--- src/design/ppg_pkg.sv ---
// shared types, codes, sine table builder and palette functions for the plasma generator
package ppg_pkg;

    // configuration register indexes
    localparam int CFG_INDEX_BITS = 1;
    localparam logic [CFG_INDEX_BITS-1:0] REG_FRAME_WIDTH  = 1'b0;
    localparam logic [CFG_INDEX_BITS-1:0] REG_FRAME_HEIGHT = 1'b1;

    localparam int CFG_WIDTH   = 13;
    localparam int PHASE_BITS  = 9;
    localparam int GRAY_BITS   = 8;

    localparam logic [CFG_WIDTH-1:0] FRAME_WIDTH_RESET  = 13'd320;
    localparam logic [CFG_WIDTH-1:0] FRAME_HEIGHT_RESET = 13'd240;

    // phase steps
    localparam logic [PHASE_BITS-1:0] PIXEL_STEP_A = 9'd5;
    localparam logic [PHASE_BITS-1:0] PIXEL_STEP_B = 9'd3;
    localparam logic [PHASE_BITS-1:0] ROW_STEP_C   = 9'd1;
    localparam logic [PHASE_BITS-1:0] ROW_STEP_D   = 9'd3;
    localparam logic [PHASE_BITS-1:0] FRAME_STEP_A = 9'd9;
    localparam logic [PHASE_BITS-1:0] FRAME_STEP_C = 9'd8;

    // pi in Q62
    localparam logic [63:0] PI_Q62 = 64'hC90FDAA22168C235;
    localparam int QUARTER_ENTRIES = 129;
    localparam int SERIES_TERMS    = 13;

    // four phases that address the sine table for one pixel
    typedef struct packed {
        logic [PHASE_BITS-1:0] pixel_a;
        logic [PHASE_BITS-1:0] pixel_b;
        logic [PHASE_BITS-1:0] row_c;
        logic [PHASE_BITS-1:0] row_d;
    } phase_set_t;

    // quarter wave of 1024*sin, entries 0..128
    typedef logic [10:0] quarter_table_t [QUARTER_ENTRIES];

    // (a * b) >> 62 with a product below 2^126
    function automatic logic [63:0] mul_q62(input logic [63:0] a, input logic [63:0] b);
        logic [127:0] prod;
        prod = {64'd0, a} * {64'd0, b};
        return prod[125:62];
    endfunction

    // unsigned 64-bit quotient by shift and subtract, evaluated while building the table
    function automatic logic [63:0] div_u64(input logic [63:0] num, input logic [63:0] den);
        logic [64:0] rem;
        logic [63:0] quo;
        rem = '0;
        quo = '0;
        for (int b = 63; b >= 0; b--)
        begin
            rem = {rem[63:0], num[b]};
            if (rem >= {1'b0, den})
            begin
                rem    = rem - {1'b0, den};
                quo[b] = 1'b1;
            end
        end
        return quo;
    endfunction

    // trunc(1024 * sin(k * pi / 256)) by a fixed point taylor series
    function automatic logic [10:0] quarter_sine(input int unsigned k);
        logic [63:0] x;
        logic [63:0] x2;
        logic [63:0] term;
        logic [63:0] sum;
        logic [63:0] divisor;
        if (k >= 128)
        begin
            return 11'd1024;
        end
        x = (PI_Q62 >> 8) * 64'(k) + (((PI_Q62 & 64'd255) * 64'(k)) >> 8);
        x2 = mul_q62(x, x);
        term = x;
        sum = x;
        for (int n = 1; n <= SERIES_TERMS; n++)
        begin
            divisor = 64'((2 * n) * (2 * n + 1));
            term = div_u64(mul_q62(term, x2), divisor);
            if ((n & 1) == 1)
            begin
                sum = sum - term;
            end
            else
            begin
                sum = sum + term;
            end
        end
        return sum[62:52];
    endfunction

    function automatic quarter_table_t build_quarter_table();
        quarter_table_t tbl;
        for (int k = 0; k < QUARTER_ENTRIES; k++)
        begin
            tbl[k] = quarter_sine(k);
        end
        return tbl;
    endfunction

    // red ramp palette
    function automatic logic [7:0] red_of(input logic [7:0] g);
        logic [7:0] j4;
        j4 = {g[5:0], 2'b00};
        case (g[7:6])
            2'd0:    return j4;
            2'd1:    return 8'd255;
            2'd2:    return 8'd254 - j4;
            default: return 8'd0;
        endcase
    endfunction

    // green ramp palette
    function automatic logic [7:0] green_of(input logic [7:0] g);
        logic [7:0] j4;
        j4 = {g[5:0], 2'b00};
        case (g[6])
            1'b0:    return 8'd254 - j4;
            default: return j4 + 8'd1;
        endcase
    endfunction

endpackage

--- src/design/ppg_sine_sum.sv ---
// four quarter-wave sine lookups summed into the plasma gray level
module ppg_sine_sum
(
    input  ppg_pkg::phase_set_t           phases,
    output logic [ppg_pkg::GRAY_BITS-1:0] gray_level
);

    localparam ppg_pkg::quarter_table_t QTABLE = ppg_pkg::build_quarter_table();

    // fold a 9-bit phase onto the quarter wave and apply the sign
    function automatic logic signed [11:0] sine_lookup(input logic [ppg_pkg::PHASE_BITS-1:0] p);
        logic [7:0]         k;
        logic signed [11:0] v;
        k = p[7] ? (8'd128 - {1'b0, p[6:0]}) : {1'b0, p[6:0]};
        v = signed'({1'b0, QTABLE[k]});
        return p[8] ? -v : v;
    endfunction

    logic signed [13:0] sine_total;
    logic        [13:0] biased;

    // sum of four lookups, then offset and scale
    always_comb
    begin
        sine_total = 14'(sine_lookup(phases.pixel_a)) + 14'(sine_lookup(phases.pixel_b))
                   + 14'(sine_lookup(phases.row_c)) + 14'(sine_lookup(phases.row_d));
        biased = unsigned'(sine_total + 14'sd4096);
        gray_level = biased[11:4] + 8'd128;
    end

endmodule

--- src/design/plasma_pattern_generator_core.sv ---
// top level of the animated plasma pattern source
// One pixel per accepted input beat, in raster order, one beat per clock: the raster
// counters and phase registers feed the sine lookups and palette combinationally,
// and the pixel lands in an output register. Input ready is high whenever that register
// is empty or is being taken in the same cycle, so a pixel enters every cycle while the
// downstream side keeps up; an accepted beat appears at the output in the next cycle.
module plasma_pattern_generator_core #(
    parameter int DIM_BITS = 12
)
(
    input  logic                                clk,
    input  logic                                rst_n,
    input  logic                                cfg_we,
    input  logic [ppg_pkg::CFG_INDEX_BITS-1:0]  cfg_index,
    input  logic [ppg_pkg::CFG_WIDTH-1:0]       cfg_data,
    input  logic                                in_valid,
    output logic                                in_ready,
    input  logic                                restart_animation,
    output logic                                out_valid,
    input  logic                                out_ready,
    output logic [7:0]                          red,
    output logic [7:0]                          green,
    output logic                                blue,
    output logic [ppg_pkg::GRAY_BITS-1:0]       gray_level,
    output logic                                end_of_line,
    output logic                                end_of_frame
);

    localparam int PB = ppg_pkg::PHASE_BITS;
    localparam int CW = (DIM_BITS + 1 > ppg_pkg::CFG_WIDTH) ? DIM_BITS + 1 : ppg_pkg::CFG_WIDTH;
    localparam logic [CW-1:0] DIM_MAX = CW'(1) << DIM_BITS;

    logic [ppg_pkg::CFG_WIDTH-1:0] frame_width_reg;
    logic [ppg_pkg::CFG_WIDTH-1:0] frame_height_reg;

    logic [PB-1:0] frame_phase_a_reg, frame_phase_a_next;
    logic [PB-1:0] frame_phase_c_reg, frame_phase_c_next;
    logic [PB-1:0] pixel_phase_a_reg, pixel_phase_a_next;
    logic [PB-1:0] pixel_phase_b_reg, pixel_phase_b_next;
    logic [PB-1:0] row_phase_c_reg, row_phase_c_next;
    logic [PB-1:0] row_phase_d_reg, row_phase_d_next;
    logic [DIM_BITS-1:0] column_count_reg, column_count_next;
    logic [DIM_BITS-1:0] row_count_reg, row_count_next;

    logic out_valid_reg;
    logic [7:0] red_reg;
    logic [7:0] green_reg;
    logic [ppg_pkg::GRAY_BITS-1:0] gray_reg;
    logic eol_reg;
    logic eof_reg;

    logic in_fire;
    logic [DIM_BITS-1:0] last_col;
    logic [DIM_BITS-1:0] last_row;
    logic [PB-1:0] cur_frame_a, cur_frame_c, cur_pixel_a, cur_pixel_b, cur_row_c, cur_row_d;
    logic [DIM_BITS-1:0] cur_col, cur_row;
    logic eol_now;
    logic eof_now;
    ppg_pkg::phase_set_t phases;
    logic [ppg_pkg::GRAY_BITS-1:0] gray_now;

    // clamp a size register to 1..2^DIM_BITS and return its last index
    function automatic logic [DIM_BITS-1:0] last_index(input logic [ppg_pkg::CFG_WIDTH-1:0] v);
        logic [CW-1:0] ext;
        logic [CW-1:0] clamped;
        ext = CW'(v);
        if (ext == '0)
        begin
            clamped = CW'(1);
        end
        else if (ext > DIM_MAX)
        begin
            clamped = DIM_MAX;
        end
        else
        begin
            clamped = ext;
        end
        return DIM_BITS'(clamped - CW'(1));
    endfunction

    assign in_ready = !out_valid_reg || out_ready;
    assign in_fire  = in_valid && in_ready;
    assign last_col = last_index(frame_width_reg);
    assign last_row = last_index(frame_height_reg);

    // state as seen by this beat, after an optional restart
    always_comb
    begin
        if (restart_animation)
        begin
            cur_frame_a = '0;
            cur_frame_c = '0;
            cur_pixel_a = ppg_pkg::PIXEL_STEP_A;
            cur_pixel_b = ppg_pkg::PIXEL_STEP_B;
            cur_row_c   = '0;
            cur_row_d   = '0;
            cur_col     = '0;
            cur_row     = '0;
        end
        else
        begin
            cur_frame_a = frame_phase_a_reg;
            cur_frame_c = frame_phase_c_reg;
            cur_pixel_a = pixel_phase_a_reg;
            cur_pixel_b = pixel_phase_b_reg;
            cur_row_c   = row_phase_c_reg;
            cur_row_d   = row_phase_d_reg;
            cur_col     = column_count_reg;
            cur_row     = row_count_reg;
        end
    end

    assign phases = '{pixel_a: cur_pixel_a, pixel_b: cur_pixel_b,
                      row_c: cur_row_c, row_d: cur_row_d};

    ppg_sine_sum u_sine_sum
    (
        .phases     (phases),
        .gray_level (gray_now)
    );

    // raster position and phase advance
    always_comb
    begin
        eol_now = (cur_col >= last_col);
        eof_now = eol_now && (cur_row >= last_row);
        frame_phase_a_next = cur_frame_a;
        frame_phase_c_next = cur_frame_c;
        row_phase_c_next   = cur_row_c;
        row_phase_d_next   = cur_row_d;
        row_count_next     = cur_row;
        if (eol_now)
        begin
            column_count_next = '0;
            row_phase_c_next  = cur_row_c + ppg_pkg::ROW_STEP_C;
            row_phase_d_next  = cur_row_d + ppg_pkg::ROW_STEP_D;
            if (eof_now)
            begin
                row_count_next     = '0;
                frame_phase_a_next = cur_frame_a + ppg_pkg::FRAME_STEP_A;
                frame_phase_c_next = cur_frame_c + ppg_pkg::FRAME_STEP_C;
                row_phase_c_next   = frame_phase_c_next;
                row_phase_d_next   = '0;
            end
            else
            begin
                row_count_next = cur_row + DIM_BITS'(1);
            end
            pixel_phase_a_next = frame_phase_a_next + ppg_pkg::PIXEL_STEP_A;
            pixel_phase_b_next = ppg_pkg::PIXEL_STEP_B;
        end
        else
        begin
            column_count_next  = cur_col + DIM_BITS'(1);
            pixel_phase_a_next = cur_pixel_a + ppg_pkg::PIXEL_STEP_A;
            pixel_phase_b_next = cur_pixel_b + ppg_pkg::PIXEL_STEP_B;
        end
    end

    // configuration registers
    always_ff @(posedge clk or negedge rst_n)
    begin
        if (!rst_n)
        begin
            frame_width_reg  <= ppg_pkg::FRAME_WIDTH_RESET;
            frame_height_reg <= ppg_pkg::FRAME_HEIGHT_RESET;
        end
        else if (cfg_we)
        begin
            case (cfg_index)
                ppg_pkg::REG_FRAME_WIDTH:  frame_width_reg  <= cfg_data;
                ppg_pkg::REG_FRAME_HEIGHT: frame_height_reg <= cfg_data;
                default: ;
            endcase
        end
    end

    // animation state, advanced once per input beat
    always_ff @(posedge clk or negedge rst_n)
    begin
        if (!rst_n)
        begin
            frame_phase_a_reg <= '0;
            frame_phase_c_reg <= '0;
            pixel_phase_a_reg <= ppg_pkg::PIXEL_STEP_A;
            pixel_phase_b_reg <= ppg_pkg::PIXEL_STEP_B;
            row_phase_c_reg   <= '0;
            row_phase_d_reg   <= '0;
            column_count_reg  <= '0;
            row_count_reg     <= '0;
        end
        else if (in_fire)
        begin
            frame_phase_a_reg <= frame_phase_a_next;
            frame_phase_c_reg <= frame_phase_c_next;
            pixel_phase_a_reg <= pixel_phase_a_next;
            pixel_phase_b_reg <= pixel_phase_b_next;
            row_phase_c_reg   <= row_phase_c_next;
            row_phase_d_reg   <= row_phase_d_next;
            column_count_reg  <= column_count_next;
            row_count_reg     <= row_count_next;
        end
    end

    // output valid
    always_ff @(posedge clk or negedge rst_n)
    begin
        if (!rst_n)
        begin
            out_valid_reg <= 1'b0;
        end
        else if (in_fire)
        begin
            out_valid_reg <= 1'b1;
        end
        else if (out_ready)
        begin
            out_valid_reg <= 1'b0;
        end
    end

    // output payload
    always_ff @(posedge clk)
    begin
        if (in_fire)
        begin
            red_reg   <= ppg_pkg::red_of(gray_now);
            green_reg <= ppg_pkg::green_of(gray_now);
            gray_reg  <= gray_now;
            eol_reg   <= eol_now;
            eof_reg   <= eof_now;
        end
    end

    assign out_valid    = out_valid_reg;
    assign red          = red_reg;
    assign green        = green_reg;
    assign blue         = 1'b0;
    assign gray_level   = gray_reg;
    assign end_of_line  = eol_reg;
    assign end_of_frame = eof_reg;

    // a frame end is always also a line end
    assert property (@(posedge clk) disable iff (!rst_n)
        out_valid |-> (!end_of_frame || end_of_line))
        else $error("end_of_frame without end_of_line");

    // an accepted beat always leaves a pixel in the output register
    assert property (@(posedge clk) disable iff (!rst_n)
        in_fire |=> out_valid_reg)
        else $error("accepted beat lost");

    // a stalled pixel blocks new input
    assert property (@(posedge clk) disable iff (!rst_n)
        (out_valid_reg && !out_ready) |-> !in_ready)
        else $error("input taken over a stalled pixel");

    // restart mid line puts the raster at the second column
    assert property (@(posedge clk) disable iff (!rst_n)
        (in_fire && restart_animation && !eol_now) |=> (column_count_reg == DIM_BITS'(1)))
        else $error("restart did not reset raster position");

endmodule
--- config.mk ---
export PLATFORM = sky130hd
export DESIGN_NAME = plasma_pattern_generator_core
export DESIGN_NICKNAME = d
export VERILOG_FILES = /design/src/design/ppg_pkg.sv /design/src/design/ppg_sine_sum.sv /design/src/design/plasma_pattern_generator_core.sv
export SDC_FILE = /design/constraint.sdc
export NUM_CORES = 1
export LEC_CHECK = 0
export ABC_AREA = 1
export BUFFER_PORTS_ARGS = -buffer_cell sky130_fd_sc_hd__buf_2
export CORE_MARGIN = 1.5
export CORE_UTILIZATION = 60
export CTS_BUF_LIST = sky130_fd_sc_hd__clkbuf_2
export CTS_CLUSTER_SIZE = 20
export DETAILED_ROUTE_END_ITERATION = 12
export HOLD_SLACK_MARGIN = 0.03
export PLACE_DENSITY = 0.8
export SKIP_CTS_REPAIR_TIMING = 1
export SLEW_MARGIN = 5
export SYNTH_ARGS = -nofsm -noshare
export SYNTH_HDL_FRONTEND = slang
export SYNTH_SLANG_ARGS = --single-unit
--- constraint.sdc ---
create_clock -name clk -period 11 [get_ports clk]
set_input_delay 1.65 -clock clk [delete_from_list [all_inputs] [get_ports clk]]
set_output_delay 1.65 -clock clk [all_outputs]
set_load 0.1 [all_outputs]
==> results.cfg, run 1 <==
[global_routing]
grt_pass1_vias = 16180
grt_first_pass_wirelength_um = 77630
initial_antenna_violation_count = 1
grtUsageTotal_pct = 32.56
globalRoute.totalOverflow = 0
maximum_number_of_pins_on_one_net_before_global_route_repair = 74

[cells_and_area]
finalNetCount = 2819
final_layout_size_suffix_gt1_share_pct = 7.875
utilization_pct = 63.01
syn2layout_area_growth_pct = 2.247

[synth]
sequential_fraction_of_the_synthesis_area_pct = 20.30
synth_edf_count = 25
ys_ff_latch = 130
netlist-cell-type-count = 59
yosys_most_used_dff = sky130_fd_sc_hd__dfrtp_1
postSynthCellCount = 2706
syn_area_per_cell_um2 = 6.172
synth_fp_nets = 2846
yosys_warnings = 0
asyncSetResetFlopFracSynth_pct = 80.77
syn_area_um2 = 16700

[setup_path]
cp_max_fo = 17
type_of_origin_of_the_critical_path = input port
setup.worst_path.end_class = flop
crit_top_cell = sky130_fd_sc_hd__nand2_1
delay_of_the_slowest_critical_path_stage_ns = 0.50
cp_slowest_cell = sky130_fd_sc_hd__fa_1
worst_r2r_path_depth = 38
timing.critical_path.arrival_ns = 9.08
worstSetupPathType = input port to flop
crit_required_ns = 11.54

[die]
core_area_um2 = 27100
die_w_um = 169.8
initial_core_util_pct = 61.63
fp.dieH_um = 169.8
io-pin-count = 49
design.die.area_um2 = 28850
floorplan.rows = 60

[pwr]
power.density_cell_area_nw_per_um2 = 217.8
power.switching_mw = 2.134
power.leakage_nw = 8.702
vdd_ir_drop_max_mv = 0.2208
p_clk_share_pct = 8.5
power.switching_fraction_pct = 57.36
cellInternalPower_mw = 1.586
power.combinational.fraction_pct = 71.8
sequential_group_share_of_total_power_pct = 19.7

[placed_design]
hpwl_um = 34200
total_of_buffers_placed_on_input_and_output_ports = 47
place.gp.congestion = 0.9772

[drt]
remaining_drc_errors = 0
antenna_violation_net_count_after_detailed_routing = 0
detail_route.vias_per_cell = 5.846
dr.first_iter.drc_count = 1921
detail_route.wl_per_cell_um = 15.19
wirelength_um = 46560
routed_via_count = 17920
first_pass_iteration_count_of_the_detailed_router = 8

[timing]
timing.max_slew.rel_slack_pct = 32.76
min_period_over_period_pct = 77.57
setup-violations-final = 0
report.final.slew_viol_count = 0
max_clock_freq_mhz = 117.2
setup_total_negative_slack_ns = 0
worst_slew_pin_slew_ns = 1.006
finalHoldViolCount = 0
rsz0062_at_grt = false
timing.final.crit_period_ns = 8.532
fin_skew_ns = 0.07634

[clock_network]
latest_clock_arrival_within_the_worst_skew_pair_ns = 0.82
clock_transition_at_path_regs_ns = 0.24
root_buffer_cell = sky130_fd_sc_hd__clkbuf_2
cts_sinks = 130
cts_tree = done
tritoncts_buffers = 17
cts-htree-levels = 4
cts_buffer_depth = 2

[run]
cap_viol_max_count = 0

[min_path]
holdPathStages = 2
hp-class = flop to flop

[outcome]
outcome = completed
## critical path, delay by kind of cell
kind / cells / cell delay, ns
AO/OA/AOI/OAI: 4 / 0.94
XOR/XNOR: 1 / 0.23
adder cells (fa/ha/maj): 6 / 2.51
buffers and inverters: 7 / 1.32
AND/OR/NAND/NOR: 22 / 2.42
## synth_stat cells (all sizes together) (4+ instances only)
cell    count  share of area (%)
a211oi      6               0.27
o22ai      20               0.75
xor2       58                3.1
a31oi      13               0.49
o21ai     147                4.5
nand3     396                 12
or2         4               0.15
buf        76                3.3
fa         21                2.5
dfstp      10                1.6
nor4       15               0.69
dfrtp      95                 14
nand2     926                 22
edfxtp     25                4.5
nor2      226                5.5
nand3b     10               0.45
clkbuf     29               0.65
nor3       19               0.57
ha         99                7.4
and3        5               0.19
xnor2      26                1.4
a21oi      94                2.9
inv       308                7.0
nand4      25               0.94
o211ai     20               0.90
o32ai      13               0.68
## metrics by stage
step	hold slack, ns	instances	power [mW]	setup slack, ns	area (um^2)
after floorplan	0.4492	2706	2.874	3.160	16700
after global placement	0.4617	3032	3.321	2.007	16830
after detailed placement	0.4704	3032	3.369	1.821	16830
after CTS	0.5207	3064	3.699	2.645	17070
after global routing	0.5522	3066	4.073	1.777	17080
final	0.5200	3066	3.720	2.468	17080
## cells by family (layout without fill, tap and decap cells)
group / after synthesis / count (layout) / synth area share (%)
adder cells (fa/ha/maj): 120 / 120 / 9.933
AND/OR/NAND/NOR: 1631 / 1631 / 43.27
XOR/XNOR: 84 / 84 / 4.450
other: 1 / 3 / 0.02245
AO/OA/AOI/OAI: 324 / 324 / 11.02
buffers and inverters: 416 / 402 / 11.00
flip-flops: 130 / 130 / 20.30
## power groups by stage
stage                     combinational [mW]  clock, mW  sequential (mW)
after global placement                  2.58          0            0.742
final                                   2.67      0.315            0.734
after floorplan                         1.82          0             1.06
after detailed placement                2.63          0            0.743
after global routing                    2.99      0.339            0.744
after CTS                               2.64      0.322            0.734
## layer usage
layer  GRT usage (%)  up-vias  wire [um]
li1                -     8774          -
met1           43.77     8178      20170
met2           53.60      833      21440
met3           4.116      139       3577
met4           12.12        0       1370
met5               0        -          0
## final cells by class
class / instances / area, um^2
Clock inverter: 15 / 156.4
Clock buffer: 17 / 85.08
Tap cell: 372 / 465.4
Fill cell: 2568 / 10020
Multi-Input combinational cell: 2160 / 11470
Inverter: 311 / 1174
Sequential cell: 130 / 3391
Timing Repair Buffer: 59 / 327.8
Antenna cell: 2 / 5.005
## cells in the final DEF (no fill, tap or decap), drive strengths merged, types with 3 or more instances in the layout
cell / Yosys / final
nor3: 19 / 19
xnor2: 26 / 26
a211oi: 6 / 6
clkbuf: 29 / 17
fa: 21 / 21
a31oi: 13 / 13
nand4: 25 / 25
nand3b: 10 / 10
edfxtp: 25 / 25
o211ai: 20 / 20
nand2: 926 / 926
nor2: 226 / 226
nand3: 396 / 396
buf: 76 / 59
xor2: 58 / 58
o22ai: 20 / 20
nor4: 15 / 15
ha: 99 / 99
clkinv: 3 / 6
dfstp: 10 / 10
or2: 4 / 4
inv: 308 / 318
and3: 5 / 5
dfrtp: 95 / 95
o32ai: 13 / 13
o2111ai: 3 / 3
a21oi: 94 / 94
o21ai: 147 / 147
## worst paths after layout
kind	to	slack [ns]	startpoint
max	red[3]	2.47	restart_animation
min	frame_phase_c_reg[0]	0.52	frame_phase_c_reg[0]
max reg2reg	red[3]	3.53	row_phase_c_reg[0]
min reg2reg	frame_phase_c_reg[0]	0.52	frame_phase_c_reg[0]
max in group asynchronous	column_count_reg[2]	8.94	rst_n
min in group asynchronous	frame_height_reg[8]	0.72	rst_n
(Power assumes the default switching activity.)
==> inputs of run 2 (changes only) <==
--- a/config.mk
+++ b/config.mk
@@ -5,7 +5,7 @@
 export SDC_FILE = /design/constraint.sdc
 export NUM_CORES = 1
 export LEC_CHECK = 0
-export ABC_AREA = 1
+export ABC_AREA = 0
 export BUFFER_PORTS_ARGS = -buffer_cell sky130_fd_sc_hd__buf_2
 export CORE_MARGIN = 1.5
 export CORE_UTILIZATION = 60
==> constraint.sdc (replaced) <==
create_clock -name clk -period 8.62 [get_ports clk]
set_input_delay 1.293 -clock clk [delete_from_list [all_inputs] [get_ports clk]]
set_output_delay 1.293 -clock clk [all_outputs]
set_load 0.1 [all_outputs]
==> results.cfg, run 2 <==
[run]
cap_viol_max_count = 0

[global_routing]
initial_antenna_violation_count = 1
grt_pass1_vias = 18980
grt_first_pass_wirelength_um = 104700
maximum_number_of_pins_on_one_net_before_global_route_repair = 87
grtUsageTotal_pct = 41.37
globalRoute.totalOverflow = 0

[die]
design.die.area_um2 = 31810
core_area_um2 = 30430
fp.dieH_um = 178.4
die_w_um = 178.4
floorplan.rows = 64
initial_core_util_pct = 60.63
io-pin-count = 49

[timing]
fin_skew_ns = 0.05047
report.final.slew_viol_count = 0
min_period_over_period_pct = 93.77
finalHoldViolCount = 0
setup_total_negative_slack_ns = 0
rsz0062_at_grt = false
worst_slew_pin_slew_ns = 1.150
timing.final.crit_period_ns = 8.083
setup-violations-final = 0
timing.max_slew.rel_slack_pct = 21.32
max_clock_freq_mhz = 123.7

[setup_path]
r2r_setup_slack_ns = 0.54
worst_r2r_path_depth = 31
crit_required_ns = 9.24
cp_slowest_cell = sky130_fd_sc_hd__dfstp_2
worstSetupPathType = flop to flop
timing.critical_path.arrival_ns = 8.70
critical_path.reg2reg.startpoint = pixel_phase_b_reg[0]
delay_of_the_slowest_critical_path_stage_ns = 0.58
cp_max_fo = 8
critical_path.reg2reg.endpoint = red[4]
setup.worst_path.end_class = flop
type_of_origin_of_the_critical_path = flop

[clock_network]
latest_clock_arrival_within_the_worst_skew_pair_ns = 0.80
cts_tree = done
clock_transition_at_path_regs_ns = 0.25
cts-htree-levels = 4
cts_sinks = 130
tritoncts_buffers = 17
cts_buffer_depth = 2
root_buffer_cell = sky130_fd_sc_hd__clkbuf_2

[synth]
sequential_fraction_of_the_synthesis_area_pct = 18.38
synth_top_cells_by_area = sky130_fd_sc_hd__dfrtp_1, sky130_fd_sc_hd__ha_1, sky130_fd_sc_hd__o21ai_0, sky130_fd_sc_hd__nand2_1, sky130_fd_sc_hd__a21oi_1
ys_ff_latch = 130
synth_edf_count = 25
syn_area_um2 = 18450
syn_area_per_cell_um2 = 7.324
dominant_cell_type_by_area_after_synthesis = sky130_fd_sc_hd__dfrtp_1
yosys_warnings = 0
synth_top_area_share_pct = 12.89
postSynthCellCount = 2519
yosys_most_used_dff = sky130_fd_sc_hd__dfrtp_1
synth.top_cells.by_count = sky130_fd_sc_hd__nand2_1, sky130_fd_sc_hd__o21ai_0, sky130_fd_sc_hd__a21oi_1, sky130_fd_sc_hd__nor2_1, sky130_fd_sc_hd__clkbuf_1
synth.most_common_cell = sky130_fd_sc_hd__nand2_1
netlist-cell-type-count = 103
asyncSetResetFlopFracSynth_pct = 80.77
synth_fp_nets = 2659

[drt]
wirelength_um = 66640
antenna_violation_net_count_after_detailed_routing = 0
routed_via_count = 21010
detail_route.vias_per_cell = 7.209
first_pass_iteration_count_of_the_detailed_router = 9
dr.first_iter.drc_count = 2885
remaining_drc_errors = 0
detail_route.wl_per_cell_um = 22.87

[min_path]
hp-class = input port to asynchronous set/reset pin

[placed_design]
place.gp.congestion = 1.048
total_of_buffers_placed_on_input_and_output_ports = 47
hpwl_um = 48270

[pwr]
power.density_cell_area_nw_per_um2 = 162.3
total_power_mw = 3.184
power.leakage_nw = 7.654
vdd_ir_drop_max_mv = 0.1871

[cells_and_area]
layout_common_cells = sky130_fd_sc_hd__nand2_1, sky130_fd_sc_hd__o21ai_0, sky130_fd_sc_hd__a21oi_1
finalNetCount = 2644
final_layout_size_suffix_gt1_share_pct = 12.83
layout.cells.most_common = sky130_fd_sc_hd__nand2_1
syn2layout_area_growth_pct = 6.355

[outcome]
outcome = completed
[run 2: logic make-up after synthesis]
family	after synthesis	synth area share, %
buffers and inverters	294	6.707
and+or+nand+nor	886	23.80
other	1	0.02033
muxes	69	4.035
xor gates and xnor gates	109	5.514
DFF	130	18.38
adders and majority gates	120	8.993
AOI/OAI and AO/OA	910	32.55
[run 2: final cells by class]
class | count | area (um^2)
diodes | 1 | 2.502
clock buffers | 17 | 85.08
clock inverters | 15 | 162.7
fillers | 2674 | 10810
inverters | 80 | 300.3
multi-input cells | 2095 | 13870
flip-flops and latches | 130 | 3391
well taps | 396 | 495.5
repair buffers | 180 | 1318
[run 2: worst max-delay path by stage]
stage / from / endpoint / slack [ns]
after global routing: pixel_phase_a_reg[0] / red[4] / 0.17
after floorplan: restart_animation / red[2] / 0.002
after detailed placement: restart_animation / red[4] / -0.02
after global placement: restart_animation / red[7] / 0.32
final: pixel_phase_b_reg[0] / red[4] / 0.54
after CTS: pixel_phase_b_reg[0] / red[4] / 0.65
[run 2: critical path, delay by kind of cell (launching register included)]
family          cells  cell delay [ns]
compound gates     11             2.48
fa+ha+maj           6             2.36
simple gates        7             1.33
xor+xnor            3             0.62
flops               1             0.58
buf+inv             3             0.39
mux                 1             0.12
[run 2: layer usage]
metal  vias up  GRT usage [%]  share of wire [%]
met2      1529          65.49                 45
li1       9357              -                  -
met1      9859          55.27                 40
met3       262          8.504                 12
met4         0          15.87                4.1
met5         -              0                  0
[run 2: power by group]
part / leakage (nW) / total [mW] / switching (mW) / internal, mW
logic: 5.91 / 1.93 / 1.29 / 0.641
clock network: 0.151 / 0.406 / 0.286 / 0.120
registers: 1.60 / 0.851 / 0.0956 / 0.756
total: 7.65 / 3.18 / 1.67 / 1.52
[run 2: metrics by stage]
step	area [um^2]	worst slack (ns)	util, %	cells	hold slack [ns]
2_1_floorplan	18520	0.001586	-	2519	0.4407
3_3_place_gp	19370	0.3174	63.66	2881	0.4549
3_5_place_dp	19370	-0.01972	63.66	2881	0.4729
4_1_cts	19620	0.6546	64.47	2913	0.2968
5_1_grt	19620	0.1673	64.48	2914	0.2886
6_report	19620	0.5373	64.48	2914	0.3112
